### src/hw/rtl/sdio_init_pkg.sv
// Shared constants for the SDIO card initialization sequencer.
`timescale 1ns / 1ps

package sdio_init_pkg;

  // Event kinds on the request side
  localparam logic [1:0] MODE_START    = 2'd0;
  localparam logic [1:0] MODE_COMPLETE = 2'd1;
  localparam logic [1:0] MODE_TICK     = 2'd2;

  // Configuration register indexes
  localparam int unsigned CFG_INDEX_W = 8;
  localparam logic [CFG_INDEX_W-1:0] REG_OCR_REQUEST     = 8'd0;
  localparam logic [CFG_INDEX_W-1:0] REG_READY_RETRY     = 8'd1;
  localparam logic [CFG_INDEX_W-1:0] REG_SETTLE_TICKS    = 8'd2;
  localparam logic [CFG_INDEX_W-1:0] REG_RESP_TIMEOUT    = 8'd3;

  // Configuration reset values
  localparam logic [31:0] OCR_REQUEST_RST     = 32'h00FF_8000;
  localparam logic [7:0]  READY_RETRY_RST     = 8'd100;
  localparam logic [15:0] SETTLE_TICKS_RST    = 16'd10;
  localparam logic [15:0] RESP_TIMEOUT_RST    = 16'd100;

  // SD command numbers
  localparam logic [5:0] CMD_GO_IDLE     = 6'd0;
  localparam logic [5:0] CMD_SEND_RCA    = 6'd3;
  localparam logic [5:0] CMD_IO_SEND_OCR = 6'd5;
  localparam logic [5:0] CMD_SELECT      = 6'd7;
  localparam logic [5:0] CMD_IO_RW       = 6'd52;

  // CMD52 fields: CCCR bus interface control register, write flag, R5 errors
  localparam logic [31:0] CCCR_BUS_ARG_READ = 32'h0000_0E00;
  localparam logic [31:0] CMD52_WRITE_FLAG  = 32'h8000_0000;
  localparam logic [15:0] R5_ERROR_FLAGS    = 16'hCB00;
  localparam logic [1:0]  BUS_WIDTH_4BIT    = 2'b10;

  localparam logic [15:0] TICK_MAX = 16'hFFFF;

  localparam int unsigned IN_DATA_W  = 40;
  localparam int unsigned OUT_DATA_W = 64;

endpackage

### src/hw/rtl/sdio_card_init_sequencer.sv
// SDIO card init sequencer: event-driven command FSM with a two-entry result buffer.
`timescale 1ns / 1ps

// Steps an SDIO card through power-up: settle delay, CMD0, settle, CMD5 query,
// repeated CMD5 with the OCR window until the card reports ready, CMD3 (RCA
// capture), CMD7 select, then a CMD52 read and write of the CCCR bus width
// register. Each request is one event (start, command completion or tick) and
// yields exactly one result, which is registered in the output buffer.
// A request can be taken every cycle: the whole state update is combinational
// logic between the phase registers and the result register, and a two-entry
// output buffer (result register plus skid) keeps s_axis_tready high while one
// result waits. Throughput drops below one per cycle only while m_axis_tready
// is held low. Configuration writes are always taken (cfg_ready is tied high).
module sdio_card_init_sequencer
  import sdio_init_pkg::*;
(
  input  logic                   clk,
  input  logic                   rst,
  input  logic                   s_axis_tvalid,
  output logic                   s_axis_tready,
  // [0] cmd_timed_out, [32:1] card_response, [39:33] zero
  input  logic [IN_DATA_W-1:0]   s_axis_tdata,
  // [1:0] mode
  input  logic [1:0]             s_axis_tuser,
  output logic                   m_axis_tvalid,
  input  logic                   m_axis_tready,
  // [0] issue_command, [6:1] command_index, [38:7] command_argument,
  // [39] finished, [40] outcome, [56:41] relative_address, [57] card_ready,
  // [63:58] zero
  output logic [OUT_DATA_W-1:0]  m_axis_tdata,
  input  logic                   cfg_valid,
  output logic                   cfg_ready,
  input  logic [CFG_INDEX_W-1:0] cfg_index,
  input  logic [31:0]            cfg_data
);

  typedef enum logic [3:0] {
    PH_IDLE          = 4'd0,
    PH_SETTLE_START  = 4'd1,
    PH_WAIT_GO_IDLE  = 4'd2,
    PH_SETTLE_QUERY  = 4'd3,
    PH_WAIT_QUERY    = 4'd4,
    PH_WAIT_READY    = 4'd5,
    PH_RETRY_GAP     = 4'd6,
    PH_WAIT_ADDR     = 4'd7,
    PH_WAIT_SELECT   = 4'd8,
    PH_WAIT_BUSREAD  = 4'd9,
    PH_WAIT_BUSWRITE = 4'd10
  } phase_t;

  // Configuration registers
  logic [31:0] ocr_request;
  logic [7:0]  ready_retry_limit;
  logic [15:0] settle_ticks;
  logic [15:0] response_timeout_ticks;

  // Sequencer state
  phase_t      phase, phase_next;
  logic [15:0] tick_count, tick_count_next;
  logic [7:0]  attempts_left, attempts_left_next;
  logic [15:0] card_address, card_address_next;
  logic        init_done, init_done_next;

  // Output buffer
  logic [OUT_DATA_W-1:0] out_data, skid_data;
  logic                  out_valid, skid_valid;

  // Request fields
  logic        accept;
  logic [1:0]  mode;
  logic        cmd_timed_out;
  logic [31:0] card_response;

  // Result of this event
  logic        issue_command;
  logic [5:0]  command_index;
  logic [31:0] command_argument;
  logic        finished;
  logic        outcome;
  logic [OUT_DATA_W-1:0] result;

  // Helpers for the event logic
  logic        is_wait, is_delay;
  logic [15:0] tick_inc;
  logic        go_delay, fire;
  phase_t      delay_ph, fire_ph;

  assign cfg_ready      = 1'b1;
  assign s_axis_tready  = !skid_valid;
  assign accept         = s_axis_tvalid && s_axis_tready;
  assign mode           = s_axis_tuser;
  assign cmd_timed_out  = s_axis_tdata[0];
  assign card_response  = s_axis_tdata[32:1];

  assign is_wait  = (phase == PH_WAIT_GO_IDLE) || (phase == PH_WAIT_QUERY) ||
                    (phase == PH_WAIT_READY) || (phase == PH_WAIT_ADDR) ||
                    (phase == PH_WAIT_SELECT) || (phase == PH_WAIT_BUSREAD) ||
                    (phase == PH_WAIT_BUSWRITE);
  assign is_delay = (phase == PH_SETTLE_START) || (phase == PH_SETTLE_QUERY) ||
                    (phase == PH_RETRY_GAP);

  assign tick_inc = (tick_count == TICK_MAX) ? tick_count : tick_count + 16'd1;

  always_comb begin
    phase_next         = phase;
    tick_count_next    = tick_count;
    attempts_left_next = attempts_left;
    card_address_next  = card_address;
    init_done_next     = init_done;
    issue_command      = 1'b0;
    command_index      = '0;
    command_argument   = '0;
    finished           = 1'b0;
    outcome            = 1'b0;
    go_delay           = 1'b0;
    delay_ph           = PH_IDLE;
    fire               = 1'b0;
    fire_ph            = PH_IDLE;

    case (mode)
      MODE_START: begin
        card_address_next  = '0;
        init_done_next     = 1'b0;
        attempts_left_next = '0;
        go_delay           = 1'b1;
        delay_ph           = PH_SETTLE_START;
      end
      MODE_COMPLETE: begin
        if (phase == PH_WAIT_BUSREAD) begin
          if (!cmd_timed_out && (card_response[15:0] & R5_ERROR_FLAGS) == 16'd0) begin
            issue_command    = 1'b1;
            command_index    = CMD_IO_RW;
            command_argument = CMD52_WRITE_FLAG | CCCR_BUS_ARG_READ |
                               {24'd0, card_response[7:2], BUS_WIDTH_4BIT};
            phase_next       = PH_WAIT_BUSWRITE;
            tick_count_next  = '0;
          end else begin
            finished        = 1'b1;
            init_done_next  = 1'b1;
            phase_next      = PH_IDLE;
            tick_count_next = '0;
          end
        end else if (phase == PH_WAIT_BUSWRITE) begin
          finished        = 1'b1;
          init_done_next  = 1'b1;
          phase_next      = PH_IDLE;
          tick_count_next = '0;
        end else if (is_wait) begin
          if (cmd_timed_out) begin
            finished        = 1'b1;
            outcome         = 1'b1;
            phase_next      = PH_IDLE;
            tick_count_next = '0;
          end else begin
            unique case (phase)
              PH_WAIT_GO_IDLE: begin
                go_delay = 1'b1;
                delay_ph = PH_SETTLE_QUERY;
              end
              PH_WAIT_QUERY: begin
                attempts_left_next = (ready_retry_limit != 8'd0) ?
                                     ready_retry_limit - 8'd1 : 8'd0;
                fire    = 1'b1;
                fire_ph = PH_RETRY_GAP;
              end
              PH_WAIT_READY: begin
                if (card_response[31]) begin
                  issue_command   = 1'b1;
                  command_index   = CMD_SEND_RCA;
                  phase_next      = PH_WAIT_ADDR;
                  tick_count_next = '0;
                end else if (attempts_left == 8'd0) begin
                  finished        = 1'b1;
                  outcome         = 1'b1;
                  phase_next      = PH_IDLE;
                  tick_count_next = '0;
                end else begin
                  attempts_left_next = attempts_left - 8'd1;
                  go_delay           = 1'b1;
                  delay_ph           = PH_RETRY_GAP;
                end
              end
              PH_WAIT_ADDR: begin
                card_address_next = card_response[31:16];
                issue_command     = 1'b1;
                command_index     = CMD_SELECT;
                command_argument  = {card_response[31:16], 16'd0};
                phase_next        = PH_WAIT_SELECT;
                tick_count_next   = '0;
              end
              default: begin
                // select done: read the bus interface control register
                issue_command    = 1'b1;
                command_index    = CMD_IO_RW;
                command_argument = CCCR_BUS_ARG_READ;
                phase_next       = PH_WAIT_BUSREAD;
                tick_count_next  = '0;
              end
            endcase
          end
        end
      end
      MODE_TICK: begin
        if (is_delay) begin
          tick_count_next = tick_inc;
          if (tick_inc >= settle_ticks) begin
            fire    = 1'b1;
            fire_ph = phase;
          end
        end else if (is_wait) begin
          tick_count_next = tick_inc;
          if (tick_inc >= response_timeout_ticks) begin
            // a stalled bus width step still counts as a good run
            finished        = 1'b1;
            phase_next      = PH_IDLE;
            tick_count_next = '0;
            if (phase == PH_WAIT_BUSREAD || phase == PH_WAIT_BUSWRITE) begin
              init_done_next = 1'b1;
            end else begin
              outcome = 1'b1;
            end
          end
        end
      end
      default: begin
      end
    endcase

    // zero settle delay issues the next command on the same event
    if (go_delay) begin
      if (settle_ticks == 16'd0) begin
        fire    = 1'b1;
        fire_ph = delay_ph;
      end else begin
        phase_next      = delay_ph;
        tick_count_next = '0;
      end
    end

    if (fire) begin
      issue_command   = 1'b1;
      tick_count_next = '0;
      unique case (fire_ph)
        PH_SETTLE_START: begin
          command_index = CMD_GO_IDLE;
          phase_next    = PH_WAIT_GO_IDLE;
        end
        PH_SETTLE_QUERY: begin
          command_index = CMD_IO_SEND_OCR;
          phase_next    = PH_WAIT_QUERY;
        end
        default: begin
          command_index    = CMD_IO_SEND_OCR;
          command_argument = ocr_request;
          phase_next       = PH_WAIT_READY;
        end
      endcase
    end
  end

  assign result = {6'd0, init_done_next, card_address_next, outcome, finished,
                   command_argument, command_index, issue_command};

  assign m_axis_tvalid = out_valid;
  assign m_axis_tdata  = out_data;

  always_ff @(posedge clk) begin
    if (rst) begin
      ocr_request            <= OCR_REQUEST_RST;
      ready_retry_limit      <= READY_RETRY_RST;
      settle_ticks           <= SETTLE_TICKS_RST;
      response_timeout_ticks <= RESP_TIMEOUT_RST;
    end else if (cfg_valid && cfg_ready) begin
      unique case (cfg_index)
        REG_OCR_REQUEST:  ocr_request            <= cfg_data;
        REG_READY_RETRY:  ready_retry_limit      <= cfg_data[7:0];
        REG_SETTLE_TICKS: settle_ticks           <= cfg_data[15:0];
        REG_RESP_TIMEOUT: response_timeout_ticks <= cfg_data[15:0];
        default: begin
        end
      endcase
    end
  end

  always_ff @(posedge clk) begin
    if (rst) begin
      phase         <= PH_IDLE;
      tick_count    <= '0;
      attempts_left <= '0;
      card_address  <= '0;
      init_done     <= 1'b0;
    end else if (accept) begin
      phase         <= phase_next;
      tick_count    <= tick_count_next;
      attempts_left <= attempts_left_next;
      card_address  <= card_address_next;
      init_done     <= init_done_next;
    end
  end

  always_ff @(posedge clk) begin
    if (rst) begin
      out_valid  <= 1'b0;
      skid_valid <= 1'b0;
    end else if (out_valid && m_axis_tready) begin
      if (skid_valid) begin
        out_data   <= skid_data;
        skid_valid <= 1'b0;
      end else if (accept) begin
        out_data <= result;
      end else begin
        out_valid <= 1'b0;
      end
    end else if (accept) begin
      if (out_valid) begin
        skid_data  <= result;
        skid_valid <= 1'b1;
      end else begin
        out_data  <= result;
        out_valid <= 1'b1;
      end
    end
  end

`ifndef ASSERT_OFF
  a_skid_behind_out: assert property (@(posedge clk) disable iff (rst)
    skid_valid |-> out_valid)
    else $error("skid entry held without a result in front");

  a_accept_gives_result: assert property (@(posedge clk) disable iff (rst)
    accept |=> m_axis_tvalid)
    else $error("taken request left no pending result");

  a_idle_tick_clear: assert property (@(posedge clk) disable iff (rst)
    (phase == PH_IDLE) |-> (tick_count == 16'd0))
    else $error("tick counter not cleared while idle");

  a_ready_only_idle: assert property (@(posedge clk) disable iff (rst)
    init_done |-> (phase == PH_IDLE))
    else $error("card marked ready while a run is in progress");
`endif

endmodule

### config.mk
export PLATFORM = sky130hd
export DESIGN_NAME = sdio_card_init_sequencer
export DESIGN_NICKNAME = d
export VERILOG_FILES = /design/src/hw/rtl/sdio_init_pkg.sv /design/src/hw/rtl/sdio_card_init_sequencer.sv
export SDC_FILE = /design/constraint.sdc
export NUM_CORES = 1
export LEC_CHECK = 0
export BUFFER_PORTS_ARGS = -buffer_cell sky130_fd_sc_hd__buf_2
export CORE_AREA = 2 2 210 191
export CTS_CLUSTER_DIAMETER = 30
export CTS_CLUSTER_SIZE = 25
export DETAILED_ROUTE_END_ITERATION = 16
export DIE_AREA = 0 0 212 193
export GPL_TIMING_DRIVEN = 0
export SYNTH_ARGS = -nofsm -noshare
export SYNTH_HDL_FRONTEND = slang
export SYNTH_SLANG_ARGS = --single-unit
### constraint.sdc
create_clock -name clk -period 6.7 [get_ports clk]
set_clock_uncertainty 0.15 [all_clocks]
set_input_delay 1.675 -clock clk [delete_from_list [all_inputs] [get_ports clk]]
set_output_delay 1.675 -clock clk [all_outputs]
set_load 0.005 [all_outputs]
### After elaboration in Yosys (flattened, before gate mapping)

Index checks and enable logic that the tools add are counted.

* add/subtract/negate cells: 3
* $lt $le $gt $ge: 2
* eq/ne operators: 28
* mux-type cells: 146
* bitwise gates (word level): 2
* reductions and logical operators: 36

Operator list (count)
* 2-to-1 mux 64 bit: 5
* 2-to-1 mux 16 bit: 18
* 2-to-1 mux 32 bit: 8
* one-hot mux 16 bit (2 select lines): 3
* 2-to-1 mux 4 bit: 17
* one-hot mux 32 bit (2 select lines): 1
* 2-to-1 mux 8 bit: 7
* 2-to-1 mux 1 bit: 51
* 2-to-1 mux 6 bit: 7
* 2-to-1 mux 3 bit: 12
* greater-or-equal comparator 16 bit: 2
* zero test 16 bit: 2
* one-hot mux 8 bit (2 select lines): 2
* one-hot mux 3 bit (2 select lines): 3
* one-hot mux 6 bit (3 select lines): 1
* adder 16 x 1 -> 16 bit (second input constant): 1
* equality test 16 bit (second input constant): 1
* equality test 4 x 3 -> 1 bit (second input constant): 4
* equality test 8 x 2 -> 1 bit (second input constant): 2
* zero test 8 bit: 2
* one-hot mux 4 bit (2 select lines): 2
* subtractor 8 x 1 -> 8 bit (second input constant): 2
* equality test 4 x 2 -> 1 bit (second input constant): 3
* equality test 4 bit (second input constant): 3
* other kinds (24): 58

* bits in registers: 241
* input bits: 87
* output and inout port bits: 67
* word-level logic and storage cells: 230

### Logic depth before layout (Yosys ltp)

* depth in word-level cells: 20
* gate-level depth with buffers: 16
* mapped depth without buffers: 14

### Worst setup path before layout

No wires, ideal clock.

* kind: input to register
* start point: input port s_axis_tvalid
* end point: register out_data[0], in the netlist m_axis_tdata[0] (enable)
* setup time: 0.539 ns
* arrival time: 6.193 ns
* required time: 6.011 ns
* setup slack: -0.182 ns
* stages: 5
* buffers on the path: 2
* cell sequence: nor2b_1 -> clkbuf_1 -> clkbuf_1 -> a21oi_1 -> nor3_1

* word-level cells in the longest chain between the ends: 3
* elaborated cells between the ends (all ways): 4
* those cells by class: 4 x reduce/logical

RTL lines
* from (decl): RTL line sdio_card_init_sequencer.sv:19 `input logic s_axis_tvalid,`
* logical AND 1 bit *: RTL line sdio_card_init_sequencer.sv:90 `assign accept = s_axis_tvalid && s_axis_tready;`
* nonzero test 2 bit (no line)
* AND reduction 4 bit (no line) *
* to (signal assigned): RTL line sdio_card_init_sequencer.sv:307 `out_data <= skid_data;`
* to (signal assigned): RTL line sdio_card_init_sequencer.sv:310 `out_data <= result;`
* to (signal assigned): RTL line sdio_card_init_sequencer.sv:319 `out_data <= result;`
* to (decl): RTL line sdio_card_init_sequencer.sv:65 `logic [OUT_DATA_W-1:0] out_data, skid_data;`

Mark *: on every way between the ends. The rest lies on a longest branch, timed or not.
A chain may end at the register's enable or synchronous reset.

### Final worst setup path

* start point: register tick_count[4]
* end point: register tick_count[1]

* word-level cells in the longest chain between the ends: 10
* elaborated cells between the ends (all ways): 17
* those cells by class: 1 x add/sub; 2 x order compare; 1 x eq/ne; 13 x mux

RTL lines
* from (decl): RTL line sdio_card_init_sequencer.sv:59 `logic [15:0] tick_count, tick_count_next;`
* from (signal assigned): RTL line sdio_card_init_sequencer.sv:294 `tick_count <= tick_count_next;`
* adder 16 x 1 -> 16 bit or equality test 16 bit (tied branches): RTL line sdio_card_init_sequencer.sv:102 `assign tick_inc = (tick_count == TICK_MAX) ? tick_count : tick_count + 16'd1;`
* 2-to-1 mux 16 bit *: RTL line sdio_card_init_sequencer.sv:102
* greater-or-equal comparator 16 bit: RTL line sdio_card_init_sequencer.sv:212 `if (tick_inc >= response_timeout_ticks) begin`
* 2-to-1 mux 16 bit: RTL line sdio_card_init_sequencer.sv:212
* 2-to-1 mux 16 bit: RTL line sdio_card_init_sequencer.sv:210 `end else if (is_wait) begin`
* 2-to-1 mux 16 bit: RTL line sdio_card_init_sequencer.sv:204 `if (is_delay) begin`
* one-hot mux 16 bit (2 select lines): RTL line sdio_card_init_sequencer.sv:120 `case (mode)`
* 2-to-1 mux 16 bit: RTL line sdio_card_init_sequencer.sv:231 `if (settle_ticks == 16'd0) begin`
* 2-to-1 mux 16 bit: RTL line sdio_card_init_sequencer.sv:230 `if (go_delay) begin`
* 2-to-1 mux 16 bit *: RTL line sdio_card_init_sequencer.sv:240 `if (fire) begin`

Marks and branches as above.

==> impl_results.md <==
* Outcome: complete, no violations
* Worst min path class: flip-flop to flip-flop
* Fin. Hold Viols at 0
* Die Footprint at 40,900 µm²
* Fin. max-slew vios at 0
* CP endpoint kind: flip-flop
* Top area cells in the synthesized netlist: edfxtp_1, dfxtp_1, nand2_1
* R2R cell count at 15
* Asr flop ratio synth at 0%
* FILL cells at a little under 4,000
* Register-to-register setup slack at 2.02 ns
* Pint at 3.38 mW
* Synth Cell Area at between 10,000 and 15,000 µm²
* Chip width at roughly 210 µm
* Post-Syn Instances at 1,222
* Buffers on Ports at between 100 and 150
* Pre-Repair DR Iteration Count at 7
* Sw frac at a little under a quarter
* CTS tree: yes
* Power Total at between 4 and 5 mW
* Top cell type's share of synthesized area at 29.3%
* CTS Root Cell: clkbuf_16
* FP Rows at approximately 70
* Number of diodes at 0
* Die Ht at a little under 200 µm
* Via count at between 9,000 and 10,000
* Worst setup SP type: flip-flop
* Mux cell area share after synthesis at about 2.5%
* Largest family of logic cells by synthesized area: simple AND/OR/NAND/NOR gates
* # setup viols final at 0
* Placed insts at about 1,900
* Critical R2R Capture: tick_count[1]
* Maximum capacitance violations at 0
* Worst Path Arrival at 5.00 ns
* PD cells at ~290 nW/µm²
* Tmin final at ~4.7 ns
* GRT overflow at 0
* Initial antenna violation count at 0
* Synth Area in Simple Gates at about a fifth
* Wire length per cell at roughly 17 µm
* Nets@finish at approximately 1,500
* Leakage at ~6.2 nW
* Sequential fraction of the synthesis area at between 50% and 60%
* Crit Reg-Reg Startpoint: tick_count[4]
* Post-CTS resize count at 0
* Min-delay src: ocr_request[5]
* Largest net degree at the start of global routing at 30
* Sink Count at between 200 and 250
* Part of the power in combinational logic at 4.9%
* GRT Total Usage at between 10% and 20%
* Vias in the first global route at 9,017
* Crit-path max FO at 10
* Count leader, synth: nand2_1
* WS Path Type: flip-flop to flip-flop
* Antenna Nets Post-Route at 0
* Cells on Worst Hold Path at 2
* Sequential power share at 35.0%
* Clock share of power at between 60% and 70%
* Compound-cell area share of the yosys netlist at around 18%
* CTS Buf Count at between 50 and 60
* Ys Warns at 0
* Initial Util at slightly below 30%
* Ports at approximately 150
* DP HPWL at 25,200 µm
* Clk_lat worst skew at 0.58 ns
* Worst hold endpoint: ocr_request[5]
* WL final at 34,200 µm
* First-pass GRT wire length at about 52,000 µm
* Worst hold margin at 0.300 ns
* Final Instance Area at 14,800 µm²
* Share of cells above drive strength 1 at 20.2%
* Placed inst area at 12,900 µm²
* Post-CTS Setup Bufs at 0
* Adder-Cell Fraction of Synth Area at roughly 4.5%
* CTS Hold Bufs at 0
* Non-Filler Instances at between 1,500 and 2,000
* Number of synthesized register bits at ~230
* DRC at 0
* Critical Path RT at 7.02 ns
* Post-synth EDFFs at roughly 110
* H-tree depth at 2
* Post-Synth XOR/XNOR Area at under 10%
* Clk buf depth at 3
* Max VDD drop at approximately 0.00019 V
* Psw at just under 1 mW
* Worst Tran Pin Value at slightly above 0.8 ns
* Slew HR at roughly 45%
* Core ar. at 38,900 µm²
* Placer Congestion at ~0.89
* Post-synth top cells: nand2_1, nor2_1, dfxtp_1, edfxtp_1, a21oi_1
* Unrepaired setup endpoints after global routing: no
* Syn-to-layout area delta at 28.7%
* Cell taking the most area after synthesis: edfxtp_1
* 1st-iter DRT viols at a little under 700
* Highest Clock Rate at 0.214 GHz
* Ys flop type: dfxtp_1
* Avg Inst Size Synth at 9.40 µm²
* Via density at ~4.9
* Count of cell types in the netlist at 81
* Clock Pin Slew Worst Setup and Hold Paths at ~0.040 ns
* Fin crit share at ~70%
## state kept, by name, summed over array words and instances (netlist names)
name                    count
response_timeout_ticks     16
card_address               16
init_done                   1
attempts_left               8
phase                       4
settle_ticks               16
tick_count                 16
ready_retry_limit           8
skid_data                  56
m_axis_tdata               56
ocr_request                32
m_axis_tvalid               1
skid_valid                  1
## stage by stage
step                      TNS, ns  setup WS (ns)  util (%)
after CTS                       0           2.09      38.0
final                           0           2.02      38.0
after global placement      -3.28        -0.0615      33.0
after floorplan                 0           1.54         -
after global routing            0           1.70      38.0
after detailed placement        0           2.06      33.2
## layer usage
metal,track usage [%],vias to the layer above,share of wire [%]
met2,25.9,375,44
met4,4.04,0,1.6
li1,-,4757,-
met3,3.43,44,7.4
met5,0,-,0
met1,23.2,4599,47
## cell type report
class / instances / area [µm²] / share of cell area (%)
sequential: 231 / 5750 / 38.8
multi-input combinational: 858 / 5200 / 35.2
clock buffer: 65 / 1430 / 9.68
timing repair buffer: 136 / 751 / 5.08
tap: 532 / 666 / 4.50
clock inverter: 33 / 417 / 2.82
buffer: 73 / 330 / 2.23
inverter: 66 / 248 / 1.68
## worst max path at each step
stage	slack, ns	cells after the start	start	end
2_1_floorplan	1.54	5	s_axis_tvalid	m_axis_tdata[0]
3_3_place_gp	-0.06	6	s_axis_tvalid	m_axis_tdata[55]
3_5_place_dp	2.06	11	s_axis_tuser[1]	m_axis_tdata[44]
4_1_cts	2.09	16	tick_count[3]	tick_count[1]
5_1_grt	1.70	16	tick_count[3]	tick_count[1]
6_report	2.02	15	tick_count[4]	tick_count[1]
## placed cells by master, fill, tap and decap left out, types with 49 or more instances in the layout
cell type / synthesis / final
a21oi_1: 88 / 88
buf_2: 18 / 150
clkbuf_1: 43 / 49
clkbuf_16: 0 / 53
dfxtp_1: 119 / 119
edfxtp_1: 112 / 112
inv_1: 66 / 66
nand2_1: 181 / 181
nor2_1: 136 / 136
o21ai_0: 51 / 51
## cells by family (layout without fill, tap and decap cells)
| kind of cell | after synthesis | count (layout) |
|---|---|---|
| xor+xnor | 20 | 20 |
| buf+inv | 139 | 373 |
| mux | 27 | 27 |
| other cells | 2 | 8 |
| flops | 231 | 231 |
| simple gates | 455 | 455 |
| compound gates | 307 | 307 |
| fa+ha+maj | 41 | 41 |
## worst max-delay path, stage by stage (launching register included)
cell and delay, ns:
dfxtp_1 0.42, and4_1 0.31, nand4_2 0.22, nor4_4 0.37, nor2_1 0.12, and2_1 0.19, xor2_1 0.32, ha_1 0.32
and3_1 0.18, a221oi_1 0.26, a2bb2oi_1 0.52, a21oi_2 0.23, nor2b_1 0.42, nor2b_1 0.18, buf_2 0.23, a22o_1 0.18
## power by group through the flow
stage | Sequential (mW) | Clock [mW] | Combinational, mW
floorplan | 1.55 | 0 | 0.107
detailed placement | 1.55 | 0 | 0.212
CTS | 1.53 | 2.65 | 0.213
global route | 1.53 | 2.74 | 0.235
finish | 1.53 | 2.62 | 0.214
global placement | 1.55 | 0 | 0.202
Power figures use the tool's default switching activity.
